--- src/rtl/core/rac_pkg.sv ---
`default_nettype none

package rac_pkg;

	localparam int POS_W = 8;

	// Largest byte count that allocate accepts.
	localparam logic [3:0] MAX_BYTES = 4'd12;

	// Action codes
	localparam logic [1:0] ACT_ALLOC   = 2'd0;
	localparam logic [1:0] ACT_REMOVE  = 2'd1;
	localparam logic [1:0] ACT_COMPACT = 2'd2;
	localparam logic [1:0] ACT_READ    = 2'd3;

	// Status codes
	localparam logic [1:0] STAT_OK       = 2'd0;
	localparam logic [1:0] STAT_NO_ROOM  = 2'd1;
	localparam logic [1:0] STAT_NO_BLOCK = 2'd2;
	localparam logic [1:0] STAT_RANGE    = 2'd3;

	// One row of the store together with its frame entry.
	typedef struct packed {
		logic [31:0] word;
		logic        start;
		logic [3:0]  len;
	} rac_row_t;

	// Rows spanned by a block of len bytes; a zero length still covers one row.
	function automatic logic [2:0] rows_of(input logic [3:0] len);
		logic [4:0] sum;
		begin
			sum = {1'b0, len} + 5'd3;
			if (len == 4'd0) begin
				rows_of = 3'd1;
			end else begin
				rows_of = sum[4:2];
			end
		end
	endfunction

	// Keep the low bytes of a row word; four or more keeps the whole word.
	function automatic logic [31:0] byte_mask(input logic [3:0] bytes);
		begin
			unique case (bytes)
				4'd0: byte_mask = 32'h0000_0000;
				4'd1: byte_mask = 32'h0000_00FF;
				4'd2: byte_mask = 32'h0000_FFFF;
				4'd3: byte_mask = 32'h00FF_FFFF;
				default: byte_mask = 32'hFFFF_FFFF;
			endcase
		end
	endfunction

endpackage

`default_nettype wire

--- src/rtl/core/rac_mem.sv ---
`default_nettype none

// Row store: one synchronous read port, one write port, read data registered.
// Per-row valid bits make a never-written row read as zero after reset.
module rac_mem #(
	parameter int ROWS = 16
) (
	input  wire logic                      clk,
	input  wire logic                      arst_n,
	input  wire logic                      rd_en,
	input  wire logic [$clog2(ROWS)-1:0]   rd_addr,
	output rac_pkg::rac_row_t              rd_data,
	input  wire logic                      wr_en,
	input  wire logic [$clog2(ROWS)-1:0]   wr_addr,
	input  wire rac_pkg::rac_row_t         wr_data
);

	rac_pkg::rac_row_t mem [ROWS];
	rac_pkg::rac_row_t rd_raw_q;
	logic [ROWS-1:0]   valid_q;
	logic              rd_vld_q;

	always_ff @(posedge clk) begin
		if (wr_en) begin
			mem[wr_addr] <= wr_data;
		end
		if (rd_en) begin
			rd_raw_q <= mem[rd_addr];
		end
	end

	always_ff @(posedge clk or negedge arst_n) begin
		if (!arst_n) begin
			valid_q  <= '0;
			rd_vld_q <= 1'b0;
		end else begin
			if (wr_en) begin
				valid_q[wr_addr] <= 1'b1;
			end
			if (rd_en) begin
				rd_vld_q <= valid_q[rd_addr];
			end
		end
	end

	assign rd_data = rd_vld_q ? rd_raw_q : '0;

endmodule

`default_nettype wire

--- src/rtl/core/row_allocator_with_compaction.sv ---
`default_nettype none

// Row allocator with compaction. Holds ROWS four-byte rows, each with a frame
// entry (block-start flag, block length), in one single-port-style memory whose
// read data is registered and which is written back by a small sequencer; one
// command beat is worked at a time and gives exactly one result beat. A new
// command is taken while the previous result still waits on the output. Each
// row is read, checked and written back through the one memory port. Errors
// (range, bad length, no room, no block) go to the result as soon as they are
// found. Reset clears a valid bit per row at once, so there is no clearing
// pass and commands are taken right after reset.
module row_allocator_with_compaction #(
	parameter int ROWS = 16
) (
	input  wire logic        clk,
	input  wire logic        arst_n,
	input  wire logic        in_valid,
	output logic             in_stall,
	input  wire logic [1:0]  action,
	input  wire logic [7:0]  position,
	input  wire logic [3:0]  length,
	input  wire logic [31:0] word_first,
	input  wire logic [31:0] word_second,
	input  wire logic [31:0] word_third,
	output logic             out_valid,
	input  wire logic        out_stall,
	output logic [1:0]       status,
	output logic [31:0]      row_word,
	output logic             block_start,
	output logic [3:0]       block_length
);

	localparam int AW = $clog2(ROWS);
	localparam int CW = AW + 1;
	localparam logic [CW-1:0] ROWS_C = CW'(ROWS);
	localparam logic [rac_pkg::POS_W:0] ROWS_P = (rac_pkg::POS_W + 1)'(ROWS);

	// Sequencer states
	localparam logic [3:0] ST_IDLE  = 4'd0;
	localparam logic [3:0] ST_ARD   = 4'd1;  // allocate: read a target row
	localparam logic [3:0] ST_ACHK  = 4'd2;  // allocate: check it is empty
	localparam logic [3:0] ST_AWR   = 4'd3;  // allocate: write a block row
	localparam logic [3:0] ST_RRD   = 4'd4;  // remove: read a block row
	localparam logic [3:0] ST_RCHK  = 4'd5;  // remove: check start flag
	localparam logic [3:0] ST_RWR   = 4'd6;  // remove: write the row back cleared
	localparam logic [3:0] ST_CRD   = 4'd7;  // compact: read scan row
	localparam logic [3:0] ST_CCHK  = 4'd8;  // compact: decide keep or move
	localparam logic [3:0] ST_CMRD  = 4'd9;  // compact: read a source row
	localparam logic [3:0] ST_CMDST = 4'd10; // compact: write it at the fill row
	localparam logic [3:0] ST_CMCLR = 4'd11; // compact: clear the source row
	localparam logic [3:0] ST_QRD   = 4'd12; // read: issue row read
	localparam logic [3:0] ST_QCHK  = 4'd13; // read: capture row
	localparam logic [3:0] ST_DONE  = 4'd14; // hand result to output register

	logic [3:0]        state_q;
	logic [AW-1:0]     pos_q;
	logic [3:0]        len_q;
	logic [31:0]       w0_q;
	logic [31:0]       w1_q;
	logic [31:0]       w2_q;
	logic [2:0]        need_q;
	logic [1:0]        cnt_q;
	logic [CW-1:0]     scan_q;
	logic [CW-1:0]     fill_q;
	logic [1:0]        res_status_q;
	rac_pkg::rac_row_t res_row_q;
	logic              out_valid_q;
	logic [1:0]        status_q;
	rac_pkg::rac_row_t row_q;

	// Memory port
	logic              rd_en;
	logic [AW-1:0]     rd_addr;
	rac_pkg::rac_row_t rd_data;
	logic              wr_en;
	logic [AW-1:0]     wr_addr;
	rac_pkg::rac_row_t wr_data;

	rac_mem #(
		.ROWS(ROWS)
	) u_mem (
		.clk    (clk),
		.arst_n (arst_n),
		.rd_en  (rd_en),
		.rd_addr(rd_addr),
		.rd_data(rd_data),
		.wr_en  (wr_en),
		.wr_addr(wr_addr),
		.wr_data(wr_data)
	);

	// Command decode at accept
	logic [rac_pkg::POS_W:0] pos_ext;
	logic [2:0]              in_need;
	logic                    pos_ok;
	logic                    len_ok;
	logic                    alloc_fits;

	assign pos_ext    = {1'b0, position};
	assign in_need    = rac_pkg::rows_of(length);
	assign pos_ok     = pos_ext < ROWS_P;
	assign len_ok     = (length != 4'd0) && (length <= rac_pkg::MAX_BYTES);
	assign alloc_fits = (pos_ext + (rac_pkg::POS_W + 1)'(in_need)) <= ROWS_P;

	// Row pointers and counters
	logic [CW-1:0] pos_cnt;
	logic [CW-1:0] scan_cnt;
	logic [2:0]    cnt_inc;
	logic [3:0]    bytes_left;
	logic [31:0]   alloc_word;
	logic [2:0]    scan_rows;

	assign pos_cnt    = CW'(pos_q) + CW'(cnt_q);
	assign scan_cnt   = scan_q + CW'(cnt_q);
	assign cnt_inc    = {1'b0, cnt_q} + 3'd1;
	assign bytes_left = len_q - {cnt_q, 2'b00};
	assign scan_rows  = rac_pkg::rows_of(rd_data.len);

	always_comb begin
		unique case (cnt_q)
			2'd0: alloc_word = w0_q;
			2'd1: alloc_word = w1_q;
			default: alloc_word = w2_q;
		endcase
	end

	// Drive the memory port from the current state
	always_comb begin
		rd_en   = 1'b0;
		rd_addr = '0;
		wr_en   = 1'b0;
		wr_addr = '0;
		wr_data = '0;
		unique case (state_q)
			ST_ARD, ST_RRD, ST_QRD: begin
				rd_en   = 1'b1;
				rd_addr = pos_cnt[AW-1:0];
			end
			ST_AWR: begin
				wr_en        = 1'b1;
				wr_addr      = pos_cnt[AW-1:0];
				wr_data.word = alloc_word & rac_pkg::byte_mask(bytes_left);
				if (cnt_q == 2'd0) begin
					wr_data.start = 1'b1;
					wr_data.len   = len_q;
				end
			end
			ST_RWR: begin
				// start row loses its frame entry; later rows keep theirs
				wr_en   = 1'b1;
				wr_addr = pos_cnt[AW-1:0];
				if (cnt_q != 2'd0) begin
					wr_data.start = rd_data.start;
					wr_data.len   = rd_data.len;
				end
			end
			ST_CRD: begin
				rd_en   = scan_q < ROWS_C;
				rd_addr = scan_q[AW-1:0];
			end
			ST_CMRD: begin
				rd_en   = 1'b1;
				rd_addr = scan_cnt[AW-1:0];
			end
			ST_CMDST: begin
				wr_en   = 1'b1;
				wr_addr = fill_q[AW-1:0];
				wr_data = rd_data;
			end
			ST_CMCLR: begin
				wr_en   = 1'b1;
				wr_addr = scan_cnt[AW-1:0];
			end
			default: begin
			end
		endcase
	end

	always_ff @(posedge clk or negedge arst_n) begin
		if (!arst_n) begin
			state_q      <= ST_IDLE;
			pos_q        <= '0;
			len_q        <= '0;
			w0_q         <= '0;
			w1_q         <= '0;
			w2_q         <= '0;
			need_q       <= '0;
			cnt_q        <= '0;
			scan_q       <= '0;
			fill_q       <= '0;
			res_status_q <= rac_pkg::STAT_OK;
			res_row_q    <= '0;
			out_valid_q  <= 1'b0;
			status_q     <= rac_pkg::STAT_OK;
			row_q        <= '0;
		end else begin
			// drop the result beat once taken; completion reloads it on its own
			if (out_valid_q && !out_stall && state_q != ST_DONE) begin
				out_valid_q <= 1'b0;
			end
			unique case (state_q)
				ST_IDLE: begin
					if (in_valid) begin
						pos_q        <= position[AW-1:0];
						len_q        <= length;
						w0_q         <= word_first;
						w1_q         <= word_second;
						w2_q         <= word_third;
						need_q       <= in_need;
						cnt_q        <= '0;
						scan_q       <= '0;
						fill_q       <= '0;
						res_row_q    <= '0;
						unique case (action)
							rac_pkg::ACT_ALLOC: begin
								if (!pos_ok || !len_ok) begin
									res_status_q <= rac_pkg::STAT_RANGE;
									state_q      <= ST_DONE;
								end else if (!alloc_fits) begin
									res_status_q <= rac_pkg::STAT_NO_ROOM;
									state_q      <= ST_DONE;
								end else begin
									res_status_q <= rac_pkg::STAT_OK;
									state_q      <= ST_ARD;
								end
							end
							rac_pkg::ACT_REMOVE: begin
								if (!pos_ok) begin
									res_status_q <= rac_pkg::STAT_RANGE;
									state_q      <= ST_DONE;
								end else begin
									res_status_q <= rac_pkg::STAT_OK;
									state_q      <= ST_RRD;
								end
							end
							rac_pkg::ACT_COMPACT: begin
								res_status_q <= rac_pkg::STAT_OK;
								state_q      <= ST_CRD;
							end
							rac_pkg::ACT_READ: begin
								if (!pos_ok) begin
									res_status_q <= rac_pkg::STAT_RANGE;
									state_q      <= ST_DONE;
								end else begin
									res_status_q <= rac_pkg::STAT_OK;
									state_q      <= ST_QRD;
								end
							end
						endcase
					end
				end
				ST_ARD: state_q <= ST_ACHK;
				ST_ACHK: begin
					if (rd_data.word[7:0] != 8'd0) begin
						res_status_q <= rac_pkg::STAT_NO_ROOM;
						state_q      <= ST_DONE;
					end else if (cnt_inc == need_q) begin
						cnt_q   <= '0;
						state_q <= ST_AWR;
					end else begin
						cnt_q   <= cnt_inc[1:0];
						state_q <= ST_ARD;
					end
				end
				ST_AWR: begin
					if (cnt_inc == need_q) begin
						state_q <= ST_DONE;
					end else begin
						cnt_q <= cnt_inc[1:0];
					end
				end
				ST_RRD: state_q <= ST_RCHK;
				ST_RCHK: begin
					if (cnt_q == 2'd0 && !rd_data.start) begin
						res_status_q <= rac_pkg::STAT_NO_BLOCK;
						state_q      <= ST_DONE;
					end else begin
						if (cnt_q == 2'd0) begin
							need_q <= scan_rows;
						end
						state_q <= ST_RWR;
					end
				end
				ST_RWR: begin
					if (cnt_inc < need_q && (pos_cnt + CW'(1)) < ROWS_C) begin
						cnt_q   <= cnt_inc[1:0];
						state_q <= ST_RRD;
					end else begin
						state_q <= ST_DONE;
					end
				end
				ST_CRD: begin
					if (scan_q == ROWS_C) begin
						state_q <= ST_DONE;
					end else begin
						state_q <= ST_CCHK;
					end
				end
				ST_CCHK: begin
					if (!rd_data.start) begin
						scan_q  <= scan_q + CW'(1);
						state_q <= ST_CRD;
					end else if (fill_q >= scan_q) begin
						// block stays; push the fill point past its end
						if ((scan_q + CW'(scan_rows)) > fill_q) begin
							fill_q <= scan_q + CW'(scan_rows);
						end
						scan_q  <= scan_q + CW'(1);
						state_q <= ST_CRD;
					end else begin
						need_q  <= scan_rows;
						cnt_q   <= '0;
						state_q <= ST_CMRD;
					end
				end
				ST_CMRD:  state_q <= ST_CMDST;
				ST_CMDST: state_q <= ST_CMCLR;
				ST_CMCLR: begin
					fill_q <= fill_q + CW'(1);
					if (cnt_inc < need_q && (scan_cnt + CW'(1)) < ROWS_C) begin
						cnt_q   <= cnt_inc[1:0];
						state_q <= ST_CMRD;
					end else begin
						scan_q  <= scan_q + CW'(1);
						state_q <= ST_CRD;
					end
				end
				ST_QRD: state_q <= ST_QCHK;
				ST_QCHK: begin
					res_row_q <= rd_data;
					state_q   <= ST_DONE;
				end
				ST_DONE: begin
					// hold until the output register is free or being emptied
					if (!out_valid_q || !out_stall) begin
						out_valid_q <= 1'b1;
						status_q    <= res_status_q;
						row_q       <= res_row_q;
						state_q     <= ST_IDLE;
					end
				end
				default: state_q <= ST_IDLE;
			endcase
		end
	end

	assign in_stall     = state_q != ST_IDLE;
	assign out_valid    = out_valid_q;
	assign status       = status_q;
	assign row_word     = row_q.word;
	assign block_start  = row_q.start;
	assign block_length = row_q.len;

`ifndef SYNTHESIS
	a_one_port_op: assert property (@(posedge clk) disable iff (!arst_n)
		!(rd_en && wr_en))
		else $error("memory read and write in the same cycle");

	a_rd_addr_range: assert property (@(posedge clk) disable iff (!arst_n)
		rd_en |-> (CW'(rd_addr) < ROWS_C))
		else $error("memory read beyond last row");

	a_wr_addr_range: assert property (@(posedge clk) disable iff (!arst_n)
		wr_en |-> (CW'(wr_addr) < ROWS_C))
		else $error("memory write beyond last row");

	a_move_below_scan: assert property (@(posedge clk) disable iff (!arst_n)
		(state_q == ST_CMDST) |-> (fill_q < scan_cnt))
		else $error("compaction destination not below source");

	a_busy_after_accept: assert property (@(posedge clk) disable iff (!arst_n)
		(in_valid && !in_stall) |=> in_stall)
		else $error("command taken without going busy");

	a_result_from_done: assert property (@(posedge clk) disable iff (!arst_n)
		$rose(out_valid_q) |-> $past(state_q == ST_DONE))
		else $error("result beat raised outside completion");
`endif

endmodule

`default_nettype wire

--- config.mk ---
export PLATFORM = sky130hd
export DESIGN_NAME = row_allocator_with_compaction
export DESIGN_NICKNAME = d
export VERILOG_FILES = /design/src/rtl/core/rac_pkg.sv /design/src/rtl/core/rac_mem.sv /design/src/rtl/core/row_allocator_with_compaction.sv
export SDC_FILE = /design/constraint.sdc
export NUM_CORES = 1
export LEC_CHECK = 0
export BUFFER_PORTS_ARGS = -buffer_cell sky130_fd_sc_hd__buf_2
export CAP_MARGIN = 10
export CORE_UTILIZATION = 64
export CTS_CLUSTER_DIAMETER = 100
export CTS_CLUSTER_SIZE = 25
export DETAILED_ROUTE_END_ITERATION = 16
export PLACE_DENSITY_LB_ADDON = 0.08
export SLEW_MARGIN = 5
export SYNTH_ARGS = -nofsm -noshare
export SYNTH_HDL_FRONTEND = slang
export SYNTH_SLANG_ARGS = --single-unit
--- constraint.sdc ---
create_clock -name clk -period 8.14 [get_ports clk]
set_input_delay 0.814 -clock clk [delete_from_list [all_inputs] [get_ports clk]]
set_output_delay 0.814 -clock clk [all_outputs]
set_load 0.01 [all_outputs]
### Word-level counts from Yosys, hierarchy flattened

Memory sizes are Yosys's and may differ from the RTL's. A register that Yosys moved wholly into a read port is not among the register bits.
Index checks and enable logic that the tools add are counted.

| word-level totals | value |
|---|---|
| register bits after elaboration | 219 |
| memory bits (writable) | 592 |
| input port bits | 114 |
| output and inout port bits | 41 |
| logic and storage cells | 206 |
| memories kept | 1 |

Memory list:

| memory | words | bits a word | read ports | clocked after memory_dff | wr ports | line | source |
|---|---|---|---|---|---|---|---|
| u_mem.mem | 16 | 37 | 1 | 1 | 1 | rac_mem.sv:18 | `rac_pkg::rac_row_t mem [ROWS];` |

| cells by class | value |
|---|---|
| add/subtract/negate cells | 12 |
| order comparisons | 12 |
| equal/unequal tests | 41 |
| muxes and demuxes | 74 |
| bitwise logic cells | 2 |
| reductions and logical operators | 43 |

Operators with widths:

| cell | count |
|---|---|
| $pmux 32 s2 | 2 |
| $pmux 32 s4 | 1 |
| $mux 37 | 2 |
| $pmux 37 s2 | 1 |
| $pmux 4 s15 | 1 |
| $mux 4 | 12 |
| $mux 5 | 9 |
| $pmux 5 s3 | 3 |
| $and 32x32->32 | 1 |
| $mux 32 | 1 |
| $ne 2x2->1 const B | 16 |
| $mux 2 | 15 |
| $eq 4x4->1 const B | 7 |
| $mux 3 | 8 |
| $pmux 4 s3 | 2 |
| $add 5x1->5 const B | 4 |
| $eq 4x2->1 const B | 4 |
| $eq 4x3->1 const B | 4 |
| $logic_not 4->1 | 4 |
| $or 16x16->16 | 1 |
| $pmux 4 s4 | 1 |
| $lt 5x5->1 const B | 3 |
| $pmux 2 s3 | 2 |
| $pmux 2 s6 | 1 |
| 45 further kinds | 79 |

### Logic depth before layout (Yosys ltp)

| depth | value |
|---|---|
| word-level depth | 9 |
| depth in mapped cells | 15 |
| gate-level depth less buffers | 15 |

### Cells and area by module

Synthesis repeated with hierarchy kept, for this count alone.

| unflattened totals | value |
|---|---|
| cell total of the unflattened synthesis | 2152 |
| area total of the unflattened synthesis | 34817.1 um^2 |

By module, submodules not included:

| module | times used | cells each | area an instance (um^2) | sequential area each (um^2) |
|---|---|---|---|---|
| rac_mem | 1 | 961 | 24317.1 | 19313.5 |
| row_allocator_with_compaction | 1 | 1191 | 10500.1 | 5054.8 |

### Worst setup path before layout

Ideal clock, no wire load.

| timing path | value |
|---|---|
| kind | reg2reg |
| start point | register cnt_q[0] |
| end point | memory u_mem.mem[0][0] (netlist bit) (enable) |
| setup time | 0.477 ns |
| arrival | 4.422 ns |
| data required time | 7.663 ns |
| setup slack | 3.241 ns |
| stages on the path, launching flop included | 8 |
| path buffers | 1 |
| clock period less this slack | 4.899 ns |
| cell sequence | dfrtp_1 > ha_1 > fa_1 > xnor2_1 > o221a_2 > nand2b_1 > clkbuf_1 > nor3_1 |

| between the ends | value |
|---|---|
| longest elaborated chain between the ends | 2 |
| elaborated cells between the ends (all ways) | 3 |
| classes of those cells | add/sub: 2; mux: 1 |

RTL lines:

| element | line | source |
|---|---|---|
| from (decl) | row_allocator_with_compaction.sv:62 | `logic [1:0] cnt_q;` |
| from (signal assigned) | row_allocator_with_compaction.sv:261 | `cnt_q <= cnt_inc[1:0];` |
| from (signal assigned) | row_allocator_with_compaction.sv:269 | `cnt_q <= cnt_inc[1:0];` |
| from (signal assigned) | row_allocator_with_compaction.sv:286 | `cnt_q <= cnt_inc[1:0];` |
| $add 5x2->5 / $add 4x2->5 (equally long branches) | row_allocator_with_compaction.sv:114, row_allocator_with_compaction.sv:113 |  |
| $pmux 4 s3 (*) | row_allocator_with_compaction.sv:134 | `unique case (state_q)` |
| to (decl) | rac_mem.sv:18 |  |

Every way passes the cells marked *; elsewhere a longest branch is shown, timed or not.

### Final worst setup path

| timing path | value |
|---|---|
| start point | register state_q[1] |
| end point | memory u_mem.mem[14][35] (netlist bit) (enable) |

| between the ends | value |
|---|---|
| longest elaborated chain between the ends | 5 |
| elaborated cells between the ends (all ways) | 10 |
| classes of those cells | eq/ne: 4; mux: 4; reduce/logical: 2 |

RTL lines:

| element | line | source |
|---|---|---|
| from (decl) | row_allocator_with_compaction.sv:55 | `logic [3:0] state_q;` |
| from (signal assigned) | row_allocator_with_compaction.sv:181 | `state_q <= ST_IDLE;` |
| from (signal assigned) | row_allocator_with_compaction.sv:218 | `state_q <= ST_DONE;` |
| from (signal assigned) | row_allocator_with_compaction.sv:221 | `state_q <= ST_DONE;` |
| $eq 4x4->1 (tied with other cells) | row_allocator_with_compaction.sv:134 |  |
| $reduce_or 4->1 (no line) | n/a |  |
| $mux 1 | row_allocator_with_compaction.sv:134 |  |
| $mux 1 | rac_mem.sv:24 | `if (wr_en) begin` |
| $mux 1 (not written as such) | rac_mem.sv:25 | `mem[wr_addr] <= wr_data;` |

Several ways; a longest one is shown, not always the timed one.

==> key figures <==
Clocking
  • Clock sink total: 848
  • Htree depth: 2
  • CTS clk-pin slew, worst paths: 0.10 ns
  • CTS tree: yes
  • # resized after CTS: 0
  • CTS Buf Count: 40
  • CTS max path bufs: 3
  • Clock Root Buffer: clkbuf_16
  • # hold bufs at CTS: 0
  • Later-pin clock latency in the skew report: 0.60 ns
  • Post-CTS Setup Bufs: 0

Status
  • Status: finished clean

Drt
  • WL per Instance: 24.7 µm
  • DRC: 0
  • Initial DRC count: 2548
  • Post-route antenna net violation count: 0
  • Post-Route WL: 87.1 mm
  • Routed vias/inst: 6.40
  • First-pass DRT Iterations: 6
  • Vias: 22600

Global routing
  • Met1 usage: 47.2%
  • Number of global-route vias before repair: 21700
  • Largest net degree at the start of global routing: 184
  • GR met3 Demand/Resource: 4.28%
  • First-pass GRT wire length: 131 mm
  • M2 GR Usage: 47.5%
  • Total gr overflow: 0
  • Antenna violations before repair: 0
  • Most Crowded Layer GR: met2
  • GR Util All Layers: 31.0%

STA
  • F_max: 208 MHz
  • Fin crit period: 4.81 ns
  • Headroom to the max-slew limit: 14.0%
  • Hold Vio Cnt, Final: 0
  • Final period util: 59.0%
  • Worst Skew: 0.0242 ns
  • Setup TNS: 0 ns
  • Fin. max-slew vios: 0
  • Final worst slack: 3.33 ns
  • Worst-margin pin slew: 1.29 ns
  • Endpoints failing setup: 0
  • RSZ-0062 raised after global routing: false

Logic synthesis
  • Syn Area/Cell: 13.4 µm²
  • Mapped Cells: 2666
  • Mapped Nets: 2813
  • Post-synth EDFFs: 629
  • Seq/Total Area, Yosys: 68.3%
  • Ys flop type: edfxtp_1
  • Async S/R FF share, synth: 25.8%
  • Flop and latch count out of synthesis: 848
  • Yosys warnings: 0
  • Netlist cell types: 67
  • Mapped cell area: 35700 µm²

Setup path
  • Worst path required time: 8.39 ns
  • Critical Path End Type: register
  • Critical path fanouts, max: 28
  • Crit Path Category: reg2reg
  • Crit path DAT: 5.05 ns
  • CP Launch Type: register

Power
  • Part of the power in registers: 45.6%
  • Net load switching power: 5390 µW
  • Switching share of power: 37.8%
  • Clk pwr share: 15.7%
  • Leakage: 0.0147 µW
  • Internal power: 8860 µW
  • Cell Pwr Density: 371 nW/µm²
  • VDD IR max: 0.411 mV
  • Comb power frac: 38.7%

Place
  • GPL Wtd Cong: 0.910
  • Place WS: 3.49 ns
  • I/O Buffers: 154
  • DP Wirelength: 50.8 mm

Cells and area
  • # nets final: 2902
  • Synthesis-to-layout area growth: 7.61%
  • Share of layout cells above drive strength 1: 14.6%
  • Antenna fix cells: 0

Job
  • Max Cap Viol: 0

Floorplan
  • Die Footprint: 56700 µm²
  • Die H: 238 µm
  • Core Rows: 86
  • Core area: 55100 µm²
  • Die width: 238 µm
  • I/O Pins: 155
  • Initial Util: 64.8%

Min path
  • Min-Delay Path Class: in2async
## final timing paths
check	end	depth (start not counted)	slack, ns	startpoint
max	u_mem.mem[14][35]$_DFFE_PP_	7	3.33	state_q[1]$_DFFE_PN0P_
min	w0_q[27]$_DFFE_PN0P_	1	0.29	arst_n
max reg2reg	u_mem.mem[14][35]$_DFFE_PP_	7	3.33	state_q[1]$_DFFE_PN0P_
min reg2reg	w2_q[25]$_DFFE_PN0P_	2	0.48	w2_q[25]$_DFFE_PN0P_
max in group asynchronous	row_word[7]$_DFFE_PN0P_	2	6.46	arst_n
min in group clk	w1_q[14]$_DFFE_PN0P_	3	0.40	word_second[14]
## per-layer routing
metal / up-vias / share of wire [%]
met5: - / 0
met4: 0 / 2.1
met3: 131 / 8.2
met2: 993 / 46
met1: 11400 / 44
li1: 10100 / -
## logic make-up after synthesis
logic type               after synthesis  share of synthesized area, %
AND/OR/NAND/NOR                      838                          10.5
adder cells (fa/ha/maj)               33                          1.24
buffers and inverters                194                          2.55
AO/OA/AOI/OAI                        545                          11.4
XOR/XNOR                              14                         0.343
flip-flops                           848                          68.3
multiplexers                         194                          5.71
## critical path: stages, from the launching register on
cell     delay (ns)
dfrtp_1        0.78
inv_1          0.25
nor2_1         0.30
nand2_1        0.65
o21ai_0        0.75
nand2_1        0.50
nor2_4         0.69
buf_4          0.50
## Yosys cell counts, drive strengths merged (42+ instances only)
cell,instances,area share [%]
a21oi,63,0.88
clkbuf,95,1.0
dfrtp,219,15
a22o,50,1.2
a211oi,151,3.6
nand2,543,5.7
buf,72,1.3
nor2,44,0.46
and3,42,0.74
mux2,77,2.4
and2,115,2.0
o21ai,62,0.87
mux2i,117,3.3
edfxtp,629,53
## cells in the final DEF, fill, tap and decap left out, drive strengths merged, types with 12 or more instances in the layout
master  count
inv        28
clkbuf     58
a22o       50
a21o       12
nor2       44
o32ai      38
mux2i     117
a21oi      63
dfrtp     219
o22ai      25
a211oi    151
ha         29
nand2b     13
and2      115
and3       42
a211o      37
o21ai      62
mux2       77
o21bai     15
buf       214
nand2     543
nand3      41
a31oi      41
edfxtp    629
## flip-flops by register name (all words and copies together) (netlist names), 3 cells and up
signal	cells
pos_q	4
state_q	4
block_length	4
w0_q	32
res_row_q	37
row_word	32
len_q	4
fill_q	5
w1_q	32
w2_q	32
scan_q	5
u_mem.mem	592
u_mem.rd_raw_q	37
need_q	3
u_mem.valid_q	16
## stage by stage
step,hold slack (ns),std cells,cell area (µm²),power [µW],util [%]
global route,0.360,3524,38400,14900,69.7
global placement,0.457,3456,37200,11800,67.6
detailed placement,0.462,3458,37200,12000,67.6
finish,0.292,3524,38400,14300,69.7
CTS,0.312,3521,38400,14200,69.7
floorplan,0.436,2666,35700,10200,-
## power groups by stage
| stage | sequential [µW] | combinational (µW) | clock, µW |
|---|---|---|---|
| after floorplan | 6360 | 3860 | 0 |
| after global placement | 6530 | 5290 | 0 |
| after detailed placement | 6570 | 5430 | 0 |
| after CTS | 6470 | 5460 | 2260 |
| after global routing | 6570 | 5990 | 2390 |
| final | 6500 | 5520 | 2240 |
## layout make-up
| type | count | area (µm²) |
|---|---|---|
| fill | 3799 | 16700 |
| multi-input combinational | 1624 | 10600 |
| inverter | 27 | 101 |
| clock inverter | 5 | 62.6 |
| clock buffer | 58 | 1070 |
| tap | 748 | 936 |
| timing repair buffer | 214 | 1260 |
| sequential | 848 | 24400 |
Power figures use the tool's default switching activity.
